$ cat config.mk
export PLATFORM = sky130hd
export DESIGN_NAME = base64url_stream_encoder_core
export DESIGN_NICKNAME = d
export VERILOG_FILES = /design/src/hw/rtl/b64u_pkg.sv /design/src/hw/rtl/b64u_split.sv /design/src/hw/rtl/base64url_stream_encoder_core.sv
export SDC_FILE = /design/constraint.sdc
export NUM_CORES = 1
export LEC_CHECK = 0
export BUFFER_PORTS_ARGS = -buffer_cell sky130_fd_sc_hd__buf_2
export CORE_ASPECT_RATIO = 0.6
export CORE_UTILIZATION = 55
export DETAILED_ROUTE_END_ITERATION = 8
export HOLD_SLACK_MARGIN = 0.02
export PLACE_DENSITY = 0.84
export SETUP_SLACK_MARGIN = 0.2
export SLEW_MARGIN = 20
export SYNTH_ARGS = -nofsm -noshare
export SYNTH_HDL_FRONTEND = slang
export SYNTH_SLANG_ARGS = --single-unit
$ cat constraint.sdc
create_clock -name i_clk -period 2.9 [get_ports i_clk]
set_input_delay 0.435 -clock i_clk [delete_from_list [all_inputs] [get_ports i_clk]]
set_output_delay 0.435 -clock i_clk [all_outputs]
set_load 0.005 [all_outputs]
$ cat src/hw/rtl/b64u_pkg.sv
package b64u_pkg;

    localparam int unsigned CHAR_W = 7;

    // Leftover phase: number of pending bits is 0, 2 or 4.
    localparam logic [1:0] PH_0 = 2'd0;
    localparam logic [1:0] PH_2 = 2'd1;
    localparam logic [1:0] PH_4 = 2'd2;

    localparam logic [CHAR_W-1:0] ASC_UPPER_A = 7'd65;
    localparam logic [CHAR_W-1:0] ASC_LOWER_A = 7'd97;
    localparam logic [CHAR_W-1:0] ASC_DIGIT_0 = 7'd48;
    localparam logic [CHAR_W-1:0] ASC_MINUS   = 7'd45;
    localparam logic [CHAR_W-1:0] ASC_USCORE  = 7'd95;

    localparam logic [5:0] SEX_LOWER = 6'd26;
    localparam logic [5:0] SEX_DIGIT = 6'd52;
    localparam logic [5:0] SEX_MINUS = 6'd62;

    typedef struct packed {
        logic [CHAR_W-1:0] chr;
        logic              run_last;
        logic              text_end;
    } t_res;

    typedef struct packed {
        logic two;
        t_res r0;
        t_res r1;
    } t_split;

    function automatic logic [CHAR_W-1:0] enc_char(input logic [5:0] s);
        logic [CHAR_W-1:0] v;
        v = {1'b0, s};
        if (s < SEX_LOWER) begin
            enc_char = ASC_UPPER_A + v;
        end else if (s < SEX_DIGIT) begin
            enc_char = ASC_LOWER_A + v - {1'b0, SEX_LOWER};
        end else if (s < SEX_MINUS) begin
            enc_char = ASC_DIGIT_0 + v - {1'b0, SEX_DIGIT};
        end else if (s == SEX_MINUS) begin
            enc_char = ASC_MINUS;
        end else begin
            enc_char = ASC_USCORE;
        end
    endfunction

endpackage

$ cat src/hw/rtl/b64u_split.sv
module b64u_split (
    input  logic [7:0]          i_byte,
    input  logic                i_last,
    input  logic [3:0]          i_pend,
    input  logic [1:0]          i_phase,
    output b64u_pkg::t_split    o_split,
    output logic [3:0]          o_pend,
    output logic [1:0]          o_phase
);

    logic [5:0] s0;
    logic [5:0] s1;
    logic       two;

    always_comb begin
        unique case (i_phase)
            b64u_pkg::PH_0: begin
                s0      = i_byte[7:2];
                s1      = {i_byte[1:0], 4'b0000};
                two     = i_last;
                o_pend  = i_last ? 4'd0 : {2'b00, i_byte[1:0]};
                o_phase = i_last ? b64u_pkg::PH_0 : b64u_pkg::PH_2;
            end
            b64u_pkg::PH_2: begin
                s0      = {i_pend[1:0], i_byte[7:4]};
                s1      = {i_byte[3:0], 2'b00};
                two     = i_last;
                o_pend  = i_last ? 4'd0 : i_byte[3:0];
                o_phase = i_last ? b64u_pkg::PH_0 : b64u_pkg::PH_4;
            end
            default: begin
                // four pending bits; unused code clamps here
                s0      = {i_pend[3:0], i_byte[7:6]};
                s1      = i_byte[5:0];
                two     = 1'b1;
                o_pend  = 4'd0;
                o_phase = b64u_pkg::PH_0;
            end
        endcase

        o_split.two         = two;
        o_split.r0.chr      = b64u_pkg::enc_char(s0);
        o_split.r0.run_last = ~two;
        o_split.r0.text_end = i_last & ~two;
        o_split.r1.chr      = b64u_pkg::enc_char(s1);
        o_split.r1.run_last = 1'b1;
        o_split.r1.text_end = i_last;
    end

endmodule

$ cat src/hw/rtl/base64url_stream_encoder_core.sv
// Base64url encoder without '=' padding. Each input transaction carries one
// raw byte (tlast marks the last byte of a text) and yields one or two output
// transactions, each one URL-safe base64 character in o_m_tdata[6:0]; o_m_tlast
// marks the last character caused by a byte and o_m_tuser[0] the last character
// of the text. A new byte is accepted when no character waits in r_a0/r_a1,
// or as the last waiting one moves to the output register r_o. The output
// gives one character per cycle while i_m_tready is high. Leftover bits are
// flushed on the last byte.
module base64url_stream_encoder_core (
    input  logic       i_clk,
    input  logic       i_rst_n,
    input  logic       i_s_tvalid,
    output logic       o_s_tready,
    input  logic [7:0] i_s_tdata,   // [7:0] data_byte
    input  logic       i_s_tlast,   // final_byte
    output logic       o_m_tvalid,
    input  logic       i_m_tready,
    output logic [7:0] o_m_tdata,   // [6:0] out_char, [7] zero
    output logic       o_m_tlast,   // run_last
    output logic [0:0] o_m_tuser    // [0] text_end
);

    logic [3:0]       r_pend;
    logic [3:0]       n_pend;
    logic [1:0]       r_phase;
    logic [1:0]       n_phase;
    logic [1:0]       r_a_cnt;
    logic [1:0]       n_a_cnt;
    b64u_pkg::t_res   r_a0;
    b64u_pkg::t_res   n_a0;
    b64u_pkg::t_res   r_a1;
    b64u_pkg::t_res   n_a1;
    logic             r_o_vld;
    logic             n_o_vld;
    b64u_pkg::t_res   r_o;
    b64u_pkg::t_res   n_o;

    b64u_pkg::t_split sp;
    logic [3:0]       sp_pend;
    logic [1:0]       sp_phase;
    logic             move;
    logic             in_acc;

    b64u_split u_split (
        .i_byte  (i_s_tdata),
        .i_last  (i_s_tlast),
        .i_pend  (r_pend),
        .i_phase (r_phase),
        .o_split (sp),
        .o_pend  (sp_pend),
        .o_phase (sp_phase)
    );

    assign move       = (r_a_cnt != 2'd0) && (!r_o_vld || i_m_tready);
    assign o_s_tready = (r_a_cnt == 2'd0) || ((r_a_cnt == 2'd1) && move);
    assign in_acc     = i_s_tvalid && o_s_tready;

    always_comb begin
        n_pend  = r_pend;
        n_phase = r_phase;
        n_a_cnt = r_a_cnt;
        n_a0    = r_a0;
        n_a1    = r_a1;
        n_o_vld = r_o_vld;
        n_o     = r_o;

        if (move) begin
            n_o     = r_a0;
            n_o_vld = 1'b1;
            n_a0    = r_a1;
            n_a_cnt = r_a_cnt - 2'd1;
        end else if (i_m_tready) begin
            n_o_vld = 1'b0;
        end

        if (in_acc) begin
            n_a0    = sp.r0;
            n_a1    = sp.r1;
            n_a_cnt = sp.two ? 2'd2 : 2'd1;
            n_pend  = sp_pend;
            n_phase = sp_phase;
        end
    end

    always_ff @(posedge i_clk) begin
        if (!i_rst_n) begin
            r_pend  <= 4'd0;
            r_phase <= b64u_pkg::PH_0;
            r_a_cnt <= 2'd0;
            r_o_vld <= 1'b0;
        end else begin
            r_pend  <= n_pend;
            r_phase <= n_phase;
            r_a_cnt <= n_a_cnt;
            r_o_vld <= n_o_vld;
        end
    end

    always_ff @(posedge i_clk) begin
        r_a0 <= n_a0;
        r_a1 <= n_a1;
        r_o  <= n_o;
    end

    assign o_m_tvalid = r_o_vld;
    assign o_m_tdata  = {1'b0, r_o.chr};
    assign o_m_tlast  = r_o.run_last;
    assign o_m_tuser  = r_o.text_end;

endmodule

* Yosys cells after proc, flatten, opt, wreduce, memory -nomap -nowiden
Cells that the tools add are included.
** Cells by class
- Add/subtract/negate cells :: 11
- $mul :: 0
- Div/mod/pow operators :: 0
- Magnitude comparators :: 6
- Equality and inequality tests :: 4
- Shift-type cells :: 0
- Mux-type cells :: 24
- Bitwise logic cells :: 2
- Reductions and logical operators :: 12
** Operator list (number)
- $mux 7 :: 8
- $add 7x6->7 const A :: 4
- $lt 6x6->1 const B :: 4
- $pmux 6 s2 :: 2
- $mux 9 :: 2
- $add 6x6->7 const A :: 2
- $sub 7x5->7 const B :: 2
- $sub 7x6->7 const B :: 2
- $eq 6x6->1 const B :: 2
- $lt 6x5->1 const B :: 2
- $mux 2 :: 5
- $pmux 4 s2 :: 1
- $reduce_bool 2->1 :: 3
- $eq 2x1->1 const B :: 2
- $logic_not 2->1 :: 2
- $mux 1 :: 4
- $mux 4 :: 1
- $pmux 2 s2 :: 1
- $logic_and 1x1->1 :: 3
- $logic_or 1x1->1 :: 2
- $reduce_or 2->1 :: 1
- $sub 2x1->2 const B :: 1
- $and 1x1->1 :: 1
- $logic_not 1->1 :: 1
- $not 1->1 :: 1
** Storage, ports and cells
- Flip-flop bits (word level) :: 35
- Bits in latches :: 0
- Memory bits (writable) :: 0
- Memory bits (read-only) :: 0
- Input bits :: 13
- Output and inout bits :: 12
- Word-level logic and storage cells :: 71
- Memories kept :: 0

* Longest topological paths before layout
- Depth after elaboration :: 8
- Gate-level depth with buffers :: 12

* Modules after synthesis
Synthesis repeated with hierarchy kept, for this count alone.
** Unflattened totals
- Cell total of the unflattened synthesis :: 257
- Area total of the unflattened synthesis :: 2593.7 µm²
** Modules (own cells, without submodules)
- base64url_stream_encoder_core :: times used 1, cells an instance 91, area each 1435.1 µm²
- b64u_split :: times used 1, cells an instance 166, area each 1158.6 µm²

* Worst setup path before layout
Ideal clock, no wire load.
- Kind :: reg-to-reg
- Start :: register r_phase[1]
- End :: register r_a1[5] (netlist bit), data pin
- Library setup time :: 0.261 ns
- Arrival :: 2.324 ns
- Setup slack :: 0.315 ns
- Cell stages (with the launch flop) :: 12
- Path buffers :: 4
- Period minus slack after synthesis :: 2.585 ns
- Cells stage by stage :: dfxtp_1 -> buf_4 -> buf_6 -> buf_2 -> buf_2 -> a22oi_1 -> ha_1 -> a21oi_1 -> o21ai_1 -> nand2_1 -> a221oi_1 -> nor2_1
** RTL lines
- start: declaration :: RTL line base64url_stream_encoder_core.sv:25 : logic [1:0] r_phase;
- start signal: assignment :: RTL line base64url_stream_encoder_core.sv:88 : r_phase <= b64u_pkg::PH_0;
- start signal: assignment :: RTL line base64url_stream_encoder_core.sv:93 : r_phase <= n_phase;
- end signal: assignment :: RTL line base64url_stream_encoder_core.sv:101 : r_a1 <= n_a1;
- end: declaration :: RTL line base64url_stream_encoder_core.sv:31 : b64u_pkg::t_res r_a1;

==> flow_metrics.tcl <==
set metrics [dict create \
    worst_ep_required_time_ns 2.91 \
    clock-sinks 35 \
    holdCritPathClass "in2reg" \
    synthTopCellsByArea "edfxtp_1 (32%), dfxtp_1 (7.3%), ha_1 (5.6%)" \
    synth_top_area_cell "edfxtp_1" \
    max-vdd-ir-drop_mv 0.346 \
    crit_type "reg2reg" \
    hold_buffers 0 \
    synth_edf_count 26 \
    final-setup-viol-count 0 \
    drv_cap 0 \
    grt_pass1_vias 1652 \
    synth.yosys.seq_area_share_pct 39.2 \
    die_h_um 53.7 \
    clkPwrFrac_pct 16.9 \
    internal_power_mw 1.27 \
    cts_tree "yes" \
    syn_avg_cell_area_um2 9.62 \
    synthesis.nets 279 \
    drc_errors 0 \
    switchingPower_uw 727 \
    syn_inst 255 \
    gp_congestion 0.957 \
    root_buffer "clkbuf_8" \
    power.leakage_nw 1.03 \
    maxSlewHeadroom_pct 62.1 \
    finalCriticalPeriod_ns 2.50 \
    fin_area_um2 2650 \
    initial_core_util_pct 58.6 \
    rsz0062_at_grt "no" \
    timing.hold.ws_ns 0.359 \
    post_cts_buffers 0 \
    yosysWarningCount 0 \
    grt_antenna_before_repair 0 \
    hold_violations 0 \
    worstPathMaxFanout 7 \
    p_per_area_nw_per_um2 754 \
    grt_first_pass_wirelength_um 8140 \
    clock.fmax_mhz 401 \
    grt_max_degree 24 \
    synth_flop_cell "edfxtp_1" \
    synth_seq_cells 35 \
    syn_to_final_growth_pct 8.16 \
    post_cts_resized 0 \
    synth_top_cell_area_share_pct 31.8 \
    port_buffers 23 \
    diodes 0 \
    core_um2 4190 \
    p_total_mw 2.00 \
    ant_nets 0 \
    end_kind "flop" \
    async_flop_share_pct 0 \
    grt_overflow 0 \
    netlist_area_um2 2450 \
    die_x_um 88.2 \
    drt_iter0_drc 179 \
    worstPathArrival_ns 2.51 \
    drive_above_1_share_pct 20.0 \
    nets 298 \
    swShare_pct 36.4 \
    hpwl_um 3740 \
    fillers 369 \
    fin_skew_ns 0.00688 \
    seqPwrFrac_pct 43.0 \
    vias_per_cell 5.79 \
    startpoint_type "flop" \
    status "complete, no violations" \
    drt-total-wl_um 4930 \
    io_pins 25 \
    htreeDepth 2 \
    clock_latency_ns 0.29 \
    wl_per_cell_um 14.7 \
    clk_pin_slew_ns 0.07 \
    rows 18 \
    finalMaxSlewViolations 0 \
    worstMarginPinSlew_ns 0.566 \
    combinationalPowerShare_pct 40.1 \
    ys_types 61 \
    vias 1941 \
    drt_pass1_iterations 5 \
    clockBufferDepth 2 \
    dieArea_um2 4740 \
    fin_setup_tns_ns 0 \
    grt_usage_pct 23.0 \
    period_share_pct 86.1 \
    placed_cell_area_um2 2570 \
    cts_made_buffers 5 \
]
## placed cells by master, fill, tap and decap left out, types with 3 or more instances in the layout
master,netlist,final
edfxtp_1,26,26
buf_2,8,23
nor2_1,22,22
nand2_1,20,20
inv_1,16,16
a21oi_1,15,15
o21ai_0,13,13
ha_1,11,11
mux2i_1,9,9
dfxtp_1,9,9
nor2b_1,8,8
nand3_1,7,7
a22oi_1,6,6
o21a_1,6,6
buf_4,2,6
clkbuf_8,0,5
nor3_1,4,4
mux2_2,4,4
nand2b_1,3,3
a31oi_1,3,3
o22ai_1,3,3
a221oi_1,3,3
a21boi_0,3,3
## routing by layer
layer,wire [µm],vias up,GRT usage [%]
met2,1980,94,32.7
met1,2550,880,34.7
met3,342,7,4.29
li1,-,960,-
met4,59,0,8.06
met5,0,-,0
## metrics by stage
stage	setup WS (ns)	utilization [%]	instances
2_1_floorplan	0.315	-	255
3_3_place_gp	0.393	61.3	327
3_5_place_dp	0.352	61.3	327
4_1_cts	0.448	63.4	335
5_1_grt	0.212	63.4	335
6_report	0.404	63.4	335
## cell usage after synthesis, drive strengths merged, types with 4 or more instances
cell    count
a21boi      4
a21oi      15
a22oi       6
buf        16
dfxtp       9
edfxtp     26
ha         11
inv        17
mux2        6
mux2i      12
nand2      21
nand2b      4
nand3       8
nor2       23
nor2b       8
nor3        5
o21a        6
o21ai      15
## sequential cells by signal, summed over array words and instances, names as in the netlist
signal,cells
o_m_tvalid,1
r_a_cnt,2
o_m_tlast,1
r_phase,2
o_m_tuser,1
r_a1,8
r_a0,9
r_pend,4
o_m_tdata,7
## logic make-up after synthesis
family                     count (synthesis)  synth area share (%)
DFF                                       35                  39.2
adders and majority gates                 11                  5.61
AOI/OAI and AO/OA                         73                  21.1
and+or+nand+nor                           78                  15.8
buffers and inverters                     35                  7.65
other                                      1                 0.153
muxes                                     18                  9.13
xor gates and xnor gates                   4                  1.43
## power groups by stage
stage / combinational [mW] / sequential [mW] / clock, mW
after floorplan: 0.575 / 0.865 / 0
after global placement: 0.768 / 0.865 / 0
after detailed placement: 0.787 / 0.874 / 0
after CTS: 0.793 / 0.863 / 0.341
after global routing: 0.894 / 0.881 / 0.361
final: 0.801 / 0.861 / 0.338
## worst max-delay path, cell delays in order, from the launching register on
cell and delay [ns]:
dfxtp_1 0.42, nor2b_1 0.29, a22oi_1 0.22, ha_1 0.29, or3_1 0.50, nand2b_4 0.19
a311oi_2 0.23, a21oi_1 0.07
## layout make-up
type / count / area [µm²] / area share (%)
clock buffers: 6 / 72.6 / 2.73
clock inverters: 2 / 12.5 / 0.471
inverters: 18 / 67.6 / 2.55
multi-input cells: 185 / 1310 / 49.2
flip-flops and latches: 35 / 961 / 36.2
well taps: 60 / 75.1 / 2.83
repair buffers: 29 / 160 / 6.03
## worst paths after layout
check	slack, ns	to	cells past startpoint	start
hold reg to reg	0.42	o_m_tdata[6]	0	r_a0[8]
hold / removal	0.36	r_a1[0]	1	i_s_tlast
setup / recovery	0.40	r_a1[4]	7	r_phase[0]
setup reg to reg	0.40	r_a1[4]	7	r_phase[0]
No activity file was read; power rests on OpenSTA's default activity.
